### src/sv/itoa_pkg.sv
// shared types, constants and helpers for the signed integer to ascii converter
`default_nettype none

package itoa_pkg;

  localparam int unsigned VALUE_WIDTH = 32;
  localparam int unsigned RADIX_W     = 6;
  localparam int unsigned CHAR_W      = 7;

  localparam logic [RADIX_W-1:0] RADIX_MIN = RADIX_W'(2);
  localparam logic [RADIX_W-1:0] RADIX_MAX = RADIX_W'(36);
  localparam logic [RADIX_W-1:0] DEC_DIGITS = RADIX_W'(10);

  localparam logic [CHAR_W-1:0] CH_ZERO  = CHAR_W'(8'h30);
  localparam logic [CHAR_W-1:0] CH_A     = CHAR_W'(8'h61);
  localparam logic [CHAR_W-1:0] CH_MINUS = CHAR_W'(8'h2d);
  localparam logic [CHAR_W-1:0] CH_NUL   = CHAR_W'(0);

  typedef struct packed {
    logic signed [VALUE_WIDTH-1:0] value;
    logic [RADIX_W-1:0]            radix;
  } itoa_in_t;

  typedef struct packed {
    logic [CHAR_W-1:0] character;
    logic              last;
    logic              bad_base;
  } itoa_out_t;

  // digit value to its ascii character
  function automatic logic [CHAR_W-1:0] digit_char(input logic [RADIX_W-1:0] d);
    logic [CHAR_W-1:0] c;
    if (d < DEC_DIGITS) begin
      c = CH_ZERO + CHAR_W'(d);
    end else begin
      c = CH_A + CHAR_W'(d - DEC_DIGITS);
    end
    return c;
  endfunction

endpackage

`default_nettype wire

### src/sv/itoa_ram.sv
// generic single write port, single read port ram with registered read
`default_nettype none

module itoa_ram #(
  parameter int unsigned WIDTH = 8,
  parameter int unsigned DEPTH = 32
) (
  input  wire logic                     clk_i,
  input  wire logic                     we_i,
  input  wire logic [$clog2(DEPTH)-1:0] waddr_i,
  input  wire logic [WIDTH-1:0]         wdata_i,
  input  wire logic                     re_i,
  input  wire logic [$clog2(DEPTH)-1:0] raddr_i,
  output logic      [WIDTH-1:0]         rdata_o
);

  logic [WIDTH-1:0] mem [DEPTH];
  logic [WIDTH-1:0] rdata_q;

  always_ff @(posedge clk_i) begin
    if (we_i) begin
      mem[waddr_i] <= wdata_i;
    end
    if (re_i) begin
      rdata_q <= mem[raddr_i];
    end
  end

  assign rdata_o = rdata_q;

endmodule

`default_nettype wire

### src/sv/itoa_div.sv
// bit-serial restoring divider: one quotient bit per cycle
`default_nettype none

module itoa_div #(
  parameter int unsigned VALUE_W = itoa_pkg::VALUE_WIDTH
) (
  input  wire logic                              clk_i,
  input  wire logic                              rst_ni,
  input  wire logic                              start_i,
  input  wire logic [VALUE_W-1:0]                dividend_i,
  input  wire logic [itoa_pkg::RADIX_W-1:0]      divisor_i,
  output logic                                   busy_o,
  output logic                                   done_o,
  output logic      [VALUE_W-1:0]                quotient_o,
  output logic      [itoa_pkg::RADIX_W-1:0]      remainder_o
);
  import itoa_pkg::*;

  localparam int unsigned CW = $clog2(VALUE_W);

  logic               busy_q, busy_d;
  logic               done_q, done_d;
  logic [CW-1:0]      cnt_q, cnt_d;
  logic [VALUE_W-1:0] quo_q, quo_d;
  logic [RADIX_W-1:0] rem_q, rem_d;
  logic [RADIX_W-1:0] div_q, div_d;

  logic [RADIX_W:0]   rem_sh;
  logic               ge;
  logic [RADIX_W:0]   rem_sub;

  assign rem_sh  = {rem_q, quo_q[VALUE_W-1]};
  assign ge      = rem_sh >= {1'b0, div_q};
  assign rem_sub = rem_sh - {1'b0, div_q};

  always_comb begin
    busy_d = busy_q;
    done_d = 1'b0;
    cnt_d  = cnt_q;
    quo_d  = quo_q;
    rem_d  = rem_q;
    div_d  = div_q;
    if (start_i) begin
      busy_d = 1'b1;
      cnt_d  = CW'(VALUE_W - 1);
      quo_d  = dividend_i;
      rem_d  = '0;
      div_d  = divisor_i;
    end else if (busy_q) begin
      quo_d = {quo_q[VALUE_W-2:0], ge};
      rem_d = ge ? rem_sub[RADIX_W-1:0] : rem_sh[RADIX_W-1:0];
      cnt_d = cnt_q - CW'(1);
      if (cnt_q == '0) begin
        busy_d = 1'b0;
        done_d = 1'b1;
      end
    end
  end

  always_ff @(posedge clk_i or negedge rst_ni) begin
    if (!rst_ni) begin
      busy_q <= 1'b0;
      done_q <= 1'b0;
    end else begin
      busy_q <= busy_d;
      done_q <= done_d;
    end
  end

  always_ff @(posedge clk_i) begin
    cnt_q <= cnt_d;
    quo_q <= quo_d;
    rem_q <= rem_d;
    div_q <= div_d;
  end

  assign busy_o      = busy_q;
  assign done_o      = done_q;
  assign quotient_o  = quo_q;
  assign remainder_o = rem_q;

endmodule

`default_nettype wire

### src/sv/signed_int_to_ascii_any_base.sv
// signed integer to ascii text in radix 2 to 36, one character per output beat
//
//  channel | direction | handshake               | beat
//  --------+-----------+-------------------------+------------------------------
//  in      | input     | in_valid_i / in_stall_o | value, radix
//  out     | output    | out_valid_o / out_stall_i | character, last, bad_base
//
// each digit takes one pass of the shared bit-serial divider, and a negative
// value sends a leading '-' before its digits
// in_stall_o is high from accept until the last character is loaded into the
// output register, which then waits for the sink
// reset clears the sequencer and the output valid; digit ram needs no clearing
`default_nettype none

module signed_int_to_ascii_any_base (
  input  wire logic                clk_i,
  input  wire logic                rst_ni,
  input  wire logic                in_valid_i,
  output logic                     in_stall_o,
  input  wire itoa_pkg::itoa_in_t  in_data_i,
  output logic                     out_valid_o,
  input  wire logic                out_stall_i,
  output itoa_pkg::itoa_out_t      out_data_o
);
  import itoa_pkg::*;

  localparam int unsigned AW = $clog2(VALUE_WIDTH);
  localparam int unsigned NW = $clog2(VALUE_WIDTH + 1);

  typedef enum logic [5:0] {
    S_IDLE  = 6'b000001,
    S_DIV   = 6'b000010,
    S_SIGN  = 6'b000100,
    S_FETCH = 6'b001000,
    S_SHOW  = 6'b010000,
    S_BAD   = 6'b100000
  } state_e;

  state_e             state_q, state_d;
  logic               start_q, start_d;
  logic [VALUE_WIDTH-1:0] mag_q, mag_d;
  logic [RADIX_W-1:0] radix_q, radix_d;
  logic               neg_q, neg_d;
  logic [NW-1:0]      ndig_q, ndig_d;
  logic [AW-1:0]      ptr_q, ptr_d;
  logic               out_valid_q, out_valid_d;
  itoa_out_t          out_q, out_d;

  logic                   in_take;
  logic                   out_free;
  logic                   in_neg;
  logic                   in_bad;
  logic                   div_busy;
  logic                   div_done;
  logic [VALUE_WIDTH-1:0] div_quo;
  logic [RADIX_W-1:0]     div_rem;
  logic                   ram_we;
  logic                   ram_re;
  logic [CHAR_W-1:0]      ram_rdata;

  assign in_take  = in_valid_i && !in_stall_o;
  assign out_free = !out_valid_q || !out_stall_i;
  assign in_neg   = in_data_i.value[VALUE_WIDTH-1];
  assign in_bad   = (in_data_i.radix < RADIX_MIN) || (in_data_i.radix > RADIX_MAX);
  assign ram_we   = (state_q == S_DIV) && div_done;
  assign ram_re   = (state_q == S_FETCH);

  itoa_div #(
    .VALUE_W (VALUE_WIDTH)
  ) u_div (
    .clk_i       (clk_i),
    .rst_ni      (rst_ni),
    .start_i     (start_q),
    .dividend_i  (mag_q),
    .divisor_i   (radix_q),
    .busy_o      (div_busy),
    .done_o      (div_done),
    .quotient_o  (div_quo),
    .remainder_o (div_rem)
  );

  itoa_ram #(
    .WIDTH (CHAR_W),
    .DEPTH (VALUE_WIDTH)
  ) u_digits (
    .clk_i   (clk_i),
    .we_i    (ram_we),
    .waddr_i (ndig_q[AW-1:0]),
    .wdata_i (digit_char(div_rem)),
    .re_i    (ram_re),
    .raddr_i (ptr_q),
    .rdata_o (ram_rdata)
  );

  always_comb begin
    state_d     = state_q;
    start_d     = 1'b0;
    mag_d       = mag_q;
    radix_d     = radix_q;
    neg_d       = neg_q;
    ndig_d      = ndig_q;
    ptr_d       = ptr_q;
    out_d       = out_q;
    out_valid_d = out_valid_q && out_stall_i;

    case (state_q)
      S_IDLE: begin
        if (in_take) begin
          radix_d = in_data_i.radix;
          neg_d   = in_neg;
          mag_d   = in_neg ? (VALUE_WIDTH'(0) - VALUE_WIDTH'(in_data_i.value))
                           : VALUE_WIDTH'(in_data_i.value);
          ndig_d  = '0;
          if (in_bad) begin
            state_d = S_BAD;
          end else begin
            start_d = 1'b1;
            state_d = S_DIV;
          end
        end
      end
      S_DIV: begin
        if (div_done) begin
          ndig_d = ndig_q + NW'(1);
          if (div_quo == '0) begin
            ptr_d   = ndig_q[AW-1:0];
            state_d = neg_q ? S_SIGN : S_FETCH;
          end else begin
            mag_d   = div_quo;
            start_d = 1'b1;
          end
        end
      end
      S_SIGN: begin
        if (out_free) begin
          out_d       = '{character: CH_MINUS, last: 1'b0, bad_base: 1'b0};
          out_valid_d = 1'b1;
          state_d     = S_FETCH;
        end
      end
      S_FETCH: begin
        state_d = S_SHOW;
      end
      S_SHOW: begin
        if (out_free) begin
          out_d       = '{character: ram_rdata, last: (ptr_q == '0), bad_base: 1'b0};
          out_valid_d = 1'b1;
          if (ptr_q == '0) begin
            state_d = S_IDLE;
          end else begin
            ptr_d   = ptr_q - AW'(1);
            state_d = S_FETCH;
          end
        end
      end
      S_BAD: begin
        if (out_free) begin
          out_d       = '{character: CH_NUL, last: 1'b1, bad_base: 1'b1};
          out_valid_d = 1'b1;
          state_d     = S_IDLE;
        end
      end
      default: begin
        state_d = S_IDLE;
      end
    endcase
  end

  always_ff @(posedge clk_i or negedge rst_ni) begin
    if (!rst_ni) begin
      state_q     <= S_IDLE;
      start_q     <= 1'b0;
      out_valid_q <= 1'b0;
    end else begin
      state_q     <= state_d;
      start_q     <= start_d;
      out_valid_q <= out_valid_d;
    end
  end

  always_ff @(posedge clk_i) begin
    mag_q   <= mag_d;
    radix_q <= radix_d;
    neg_q   <= neg_d;
    ndig_q  <= ndig_d;
    ptr_q   <= ptr_d;
    out_q   <= out_d;
  end

  assign in_stall_o  = (state_q != S_IDLE);
  assign out_valid_o = out_valid_q;
  assign out_data_o  = out_q;

  // the divider is only kicked when it is free
  a_start_idle: assert property (@(posedge clk_i) disable iff (!rst_ni)
    start_q |-> !div_busy)
    else $error("divider started while busy");

  // a bad radix beat is always a lone terminating nul
  a_bad_last: assert property (@(posedge clk_i) disable iff (!rst_ni)
    out_valid_o && out_data_o.bad_base |-> out_data_o.last && (out_data_o.character == CH_NUL))
    else $error("bad radix beat malformed");

  // digit count never exceeds the ram depth
  a_ndig_range: assert property (@(posedge clk_i) disable iff (!rst_ni)
    (state_q == S_DIV) |-> (ndig_q < NW'(VALUE_WIDTH)))
    else $error("digit count overflow");

  // a new item is taken only once the previous text has been fully loaded
  a_accept_idle: assert property (@(posedge clk_i) disable iff (!rst_ni)
    in_take |=> !out_valid_q || $past(out_valid_q) || $past(state_q) == S_IDLE)
    else $error("item accepted mid-conversion");

endmodule

`default_nettype wire
### config.mk
export PLATFORM = sky130hd
export DESIGN_NAME = signed_int_to_ascii_any_base
export DESIGN_NICKNAME = d
export VERILOG_FILES = /design/src/sv/itoa_pkg.sv /design/src/sv/itoa_ram.sv /design/src/sv/itoa_div.sv /design/src/sv/signed_int_to_ascii_any_base.sv
export SDC_FILE = /design/constraint.sdc
export NUM_CORES = 1
export LEC_CHECK = 0
export BUFFER_PORTS_ARGS = -buffer_cell sky130_fd_sc_hd__clkbuf_2
export CAP_MARGIN = 20
export CORE_MARGIN = 4
export CORE_UTILIZATION = 57
export DETAILED_ROUTE_END_ITERATION = 6
export PLACE_DENSITY = 0.74
export RECOVER_POWER = 50
export SLEW_MARGIN = 10
export SYNTH_ARGS = -nofsm -noshare
export SYNTH_HDL_FRONTEND = slang
export SYNTH_SLANG_ARGS = --single-unit
export TNS_END_PERCENT = 5
### constraint.sdc
create_clock -name clk_i -period 7.42 [get_ports clk_i]
set_clock_uncertainty 0.2 [all_clocks]
set_input_delay 1.484 -clock clk_i [delete_from_list [all_inputs] [get_ports clk_i]]
set_output_delay 1.484 -clock clk_i [all_outputs]
set_load 0.01 [all_outputs]
======== Yosys cells after proc, flatten, opt, wreduce, memory -nomap -nowiden ========
Memory sizes are Yosys's and may differ from the RTL's. A register that Yosys moved wholly into a read port is not among the register bits.
Index checks and enable logic that the tools add are counted.
cells by class
  $add $sub $neg .......................... 8
  order comparisons ....................... 4
  equality and inequality tests ........... 15
  multiplexer cells ....................... 46
  reduce and logical (&&, ||, !) cells .... 22
operators by type and width
  cell                                               number
  2-to-1 mux 32 bit                                  6
  one-hot mux 32 bit (2 select lines)                1
  2-to-1 mux 6 bit                                   10
  one-hot mux 6 bit (6 select lines)                 1
  zero test 32 bit                                   1
  subtractor 1 x 32 -> 32 bit, first input constant  1
  2-to-1 mux 9 bit                                   3
  one-hot mux 9 bit (3 select lines)                 1
  2-to-1 mux 5 bit                                   4
  2-to-1 mux 1 bit                                   14
  inequality test 2 bit, second input constant       6
  one-hot mux 6 bit (2 select lines)                 1
  zero test 5 bit                                    2
  one-hot mux 5 bit (2 select lines)                 1
  subtractor 5 x 1 -> 5 bit, second input constant   2
  2-to-1 mux 4 bit                                   2
  AND reduction 4 bit                                2
  adder 6 x 6 -> 7 bit, first input constant         1
  adder 7 bit, first input constant                  1
  >= comparator 7 x 6 -> 1 bit                       1
  2-to-1 mux 7 bit                                   1
  subtractor 6 x 4 -> 7 bit, second input constant   1
  adder 6 x 1 -> 6 bit, second input constant        1
  == test 6 x 1 -> 1 bit, second input constant      1
  other kinds (22)                                   30
storage, ports and cells
  register bits ........................... 118
  memory bits (writable) .................. 224
  input port bits ......................... 42
  output and inout bits ................... 11
  logic and storage cells ................. 113
  memories ................................ 1
memories
  name          depth  width  read ports  clocked after Yosys merged registers in  wr ports  line            source
  u_digits.mem  32     7      1           1                                        1         itoa_ram.sv:17  logic [WIDTH-1:0] mem [DEPTH];

======== Depth between registers and ports, before layout ========
  word-level depth ........................ 5
  gate-level depth with buffers ........... 9
  mapped depth without buffers ............ 8

======== Cells and area by module ========
Synthesis repeated with hierarchy kept, for this count alone.
second synthesis, totals
  cell total of the unflattened synthesis .. 936
  area, all modules ....................... 15255.9 um2
modules (own cells, without submodules)
  module                        instances  cells each  area an instance (um2)  seq. area each (um2)
  itoa_ram                      1          370         8903.5                  6936.7
  signed_int_to_ascii_any_base  1          387         3906.2                  1943.1
  itoa_div                      1          179         2446.1                  1411.4

======== Worst setup path before layout ========
Ideal clock, no wire load.
  path type ............................... input port to flip-flop
  from .................................... input in_valid_i
  to ...................................... register mag_q[0], enable pin
  data arrival time ....................... 3.263 ns
  required time ........................... 6.784 ns
  path slack .............................. 3.522 ns
  stages on the path ...................... 2
  buffers on the path ..................... 0
  cells stage by stage .................... nand3_1 a22oi_1
on the way
  longest elaborated chain between the ends .. 3
ends and longest elaborated chain
  what                                    line                                 source
  start, declared                         signed_int_to_ascii_any_base.sv:18   input wire logic in_valid_i,
  logical AND 1 bit                       signed_int_to_ascii_any_base.sv:61   assign in_take = in_valid_i && !in_stall_o;
  inequality test 2 bit (no source line)  -
  AND reduction 4 bit (no source line)    -
  end signal, assigned                    signed_int_to_ascii_any_base.sv:182  mag_q <= mag_d;
  end, declared                           signed_int_to_ascii_any_base.sv:41   logic [VALUE_WIDTH-1:0] mag_q, mag_d;
No other way between the ends.
A chain may end at the register's enable or synchronous reset.

======== Worst setup path after layout ========
  from .................................... register state_q[4]
  to ...................................... memory u_digits.mem[10][0] (netlist name), enable pin
on the way
  longest elaborated chain between the ends .. 4
ends and longest elaborated chain
  what                                    line                                 source
  start, declared                         signed_int_to_ascii_any_base.sv:39   state_e state_q, state_d;
  start signal, assigned                  signed_int_to_ascii_any_base.sv:175  state_q <= state_d;
  == test 6 x 2 -> 1 bit                  signed_int_to_ascii_any_base.sv:65   assign ram_we = (state_q == S_DIV) && div_done;
  logical AND 1 bit                       signed_int_to_ascii_any_base.sv:65
  2-to-1 mux 1 bit                        itoa_ram.sv:21                       if (we_i) begin
  2-to-1 mux 1 bit (not written as such)  itoa_ram.sv:22                       mem[waddr_i] <= wdata_i;
  end, declared                           itoa_ram.sv:17
No other way between the ends.

==> impl_summary.log <==
INFO  metric power.net_switching = ~1800 uW
INFO  metric drcViolationCount = 0
INFO  metric number_of_global_route_vias_before_repair = 8296
INFO  metric critPathCapture = u_digits.mem[10][0]
INFO  metric cp_num_cells = 4
INFO  metric syn-instance-count = 940
INFO  metric design.portCount = 53
INFO  metric place_congestion = roughly 0.84
INFO  metric design.die.area = 29300 um2
INFO  metric power_frac_seq = ~50%
INFO  metric detailedRoute.firstIterationViolations = about 800
INFO  metric cp_slowest_cell = and2_2
INFO  metric critical_path_class = register to register
INFO  metric netlist-cell-type-count = 60
INFO  metric cts_made_buffers = 36
INFO  metric synth_top_flop_cell = edfxtp_1
INFO  metric placeableCoreArea = roughly 26000 um2
INFO  metric area_delta_synth_final = 11.5%
INFO  metric power_frac_comb = between 20% and 30%
INFO  metric ys_top_cells_by_area = edfxtp_1 (65%), mux4_2 (10%), mux2_2 (2.8%)
INFO  metric postSynthNetCount = between 1000 and 1500
INFO  metric clock-sinks = between 300 and 400
INFO  metric power.ir.vdd_worst = roughly 270 uV
INFO  metric timing.rr.start = state_q[4]
INFO  metric detailedPlacementHpwl = 19400 um
INFO  metric fraction_of_layout_cells_with_a_size_suffix_above_1 = between 20 and 25%
INFO  metric critPathBufInv = 0
INFO  metric nets = about 1100
INFO  metric row_count = 59
INFO  metric final.period_utilization = between 50% and 60%
INFO  metric drt-pass1-iter-count = 5
INFO  metric critical_path.max_stage_delay = 1000 ps
INFO  metric post-synth-top-area-cell = edfxtp_1
INFO  metric grt_overflow_total = 0
INFO  metric path_type_of_the_worst_min_delay_path = register to register
INFO  metric cts_hold_repair.buffers = 0
INFO  metric insertion_delay = 520 ps
INFO  metric number_of_synthesized_flops_with_an_enable_pin = ~330
INFO  metric cts-htree-levels = 2
INFO  metric clock_root_buffer = clkbuf_16
INFO  metric totalNegativeSetupSlack = 0 ps
INFO  metric max-cap-violations = 5
INFO  metric required = 7380 ps
INFO  metric async_reset_ff_share = about 2.9%
INFO  metric timing.fmax = 245 MHz
INFO  metric ys_warn_count = 0
INFO  metric intPower = around 4400 uW
INFO  metric cts.clk_slew.worst_paths = around 60 ps
INFO  metric critical_path.max_fanout = 67
INFO  metric grt_usage = 21.0%
INFO  metric layout_min_cycle_time = ~4100 ps
INFO  metric power.share.clock = between 20% and 30%
INFO  metric path_cells = nor4_1, and2_2, nand3_1, nor2_1
INFO  metric avgSynthCellArea = ~16 um2
INFO  metric setup.reg_to_reg.worst_slack = between 3000 and 4000 ps
INFO  metric netSwitchingFraction = 29.6%
INFO  metric timing_max_transition_violations_final = around 190
INFO  metric dpl_cell_area = 15800 um2
INFO  metric design_area = 16900 um2
INFO  metric antenna_left = 0
INFO  metric register_area_share_after_synthesis = about two thirds
INFO  metric num_vias = roughly 8300
INFO  metric run_status = complete, but fails checks
INFO  metric rsz_0062_raised_after_global_routing = false
INFO  metric worst-r2r-cell-count = 4
INFO  metric postCtsSetupBuffers = 0
INFO  metric synth-seq-cells = approximately 350
INFO  metric leakage = 0.00565 uW
INFO  metric cp_data_arrival_time = between 4000 and 5000 ps
INFO  metric pwr_density_cell = 370 nW/um2
INFO  metric clockBufferDepth = 3
INFO  metric start_util = 58.0%
INFO  metric port-buffer-count = 52
INFO  metric crit_start = state_q[4]
INFO  metric worst_slew_margin_rel = -89.3%
INFO  metric worst-slew-pin-transition = about 2800 ps
INFO  metric violations = max-capacitance violations, max-slew violations
INFO  metric cts_tree = built
INFO  metric critical_path.reg2reg.endpoint = u_digits.mem[10][0]
INFO  metric cp-start-kind = register
INFO  metric antenna_found_initial = 1
INFO  metric via_per_inst = a little over 6
INFO  metric cts_resized = 0
INFO  metric largest_net_degree_at_the_start_of_global_routing = 68
INFO  metric avgRoutedWirePerCell = 22.4 um
INFO  metric final-hold-violation-count = 0
INFO  metric setup-violations-final = 0
INFO  metric drt-total-wl = about 30000 um
INFO  metric chipWidth = around 170 um
INFO  metric synth_largest_type_area_fraction = 64.8%
INFO  metric grt_first_pass_wirelength = around 47000 um
INFO  metric cpLargestDelayFamily = simple AND/OR/NAND/NOR gates
INFO  metric fp.dieH = roughly 170 um
INFO  metric layout.filler_cells = roughly 1800
INFO  metric timing.critical_path.to_type = register
INFO  metric post_synth_instance_area = around 15000 um2
-- cell families after synthesis --
kind of cell    Yosys count  synth area share [%]
flops                   348                  67.9
simple gates            225                  7.12
compound gates          113                  5.10
mux                     111                  13.4
buf+inv                  77                  2.13
xor+xnor                 46                  2.66
fa+ha+maj                20                  1.70
-- cells in the final DEF, fill, tap and decap left out, types with 26 or more instances in the layout --
cell type	count
inv_1	26
clkbuf_16	36
mux2_2	37
nand2_1	64
nor2_1	69
edfxtp_1	327
clkbuf_2	41
o21ai_0	53
xor2_1	33
mux4_2	70
-- cell usage after synthesis (all sizes together) (11+ instances only) --
| library cell | n |
|---|---|
| o31ai | 12 |
| inv | 26 |
| nand3 | 18 |
| buf | 22 |
| clkbuf | 29 |
| xor2 | 33 |
| o21ai | 54 |
| xnor2 | 13 |
| ha | 19 |
| nand2 | 64 |
| mux4 | 70 |
| dfxtp | 11 |
| edfxtp | 327 |
| nor2 | 70 |
| mux2 | 38 |
-- layer usage --
layer  track usage (%)  vias to the layer above  part of all wire, %
met3              4.07                       43                  6.7
met5                 0                        -                0.043
met1              30.2                     4203                   42
met2              33.6                      277                   49
met4              5.96                        2                  2.2
li1                  -                     3773                    -
-- registers in the layout, summed over array words and instances (netlist names) --
| name | count |
|---|---|
| mag_q | 32 |
| ndig_q | 5 |
| neg_q | 1 |
| out_data_o | 9 |
| out_valid_o | 1 |
| ptr_q | 5 |
| radix_q | 6 |
| start_q | 1 |
| state_q | 6 |
| u_digits.mem | 224 |
| u_digits.rdata_o | 7 |
| u_div.busy_o | 1 |
| u_div.cnt_q | 5 |
| u_div.div_q | 6 |
| u_div.done_o | 1 |
| u_div.quotient_o | 32 |
| u_div.remainder_o | 6 |
-- how the worst min path moves through the flow --
stage / endpoint / depth (start not counted) / start / slack, ps
floorplan: u_div.div_q[0] / 0 / radix_q[0] / 200
global placement: u_div.div_q[1] / 0 / radix_q[1] / 200
detailed placement: u_div.div_q[1] / 0 / radix_q[1] / 200
CTS: u_div.div_q[1] / 0 / radix_q[1] / 220
global route: u_div.div_q[0] / 0 / radix_q[0] / 230
finish: u_div.div_q[1] / 0 / radix_q[1] / 220
-- power groups by stage --
stage,registers (uW),logic [uW],clock network (uW)
after floorplan,3060,883,0
after global placement,3130,1320,0
after detailed placement,3130,1380,0
after CTS,3090,1380,1810
after global routing,3150,1500,1900
final,3110,1350,1780
-- through the flow --
stage	total power [uW]	utilization, %	hold WS, ps	setup slack, ps	std cells
finish	6250	64.7	217	3330	1357
global placement	4440	60.3	203	3370	1288
floorplan	3950	-	200	3520	940
detailed placement	4510	60.3	205	3340	1289
CTS	6290	64.8	218	3380	1354
global route	6550	64.7	229	3110	1356
-- final cells by class --
type,count,area (um2),share of cell area [%]
antenna,1,2.50,0.0148
clock buffer,42,943,5.58
clock inverter,23,225,1.33
inverter,26,97.6,0.577
multi-input combinational,515,4590,27.1
sequential,348,10300,60.9
tap,335,419,2.48
timing repair buffer,67,337,1.99
Power figures use the tool's default switching activity.
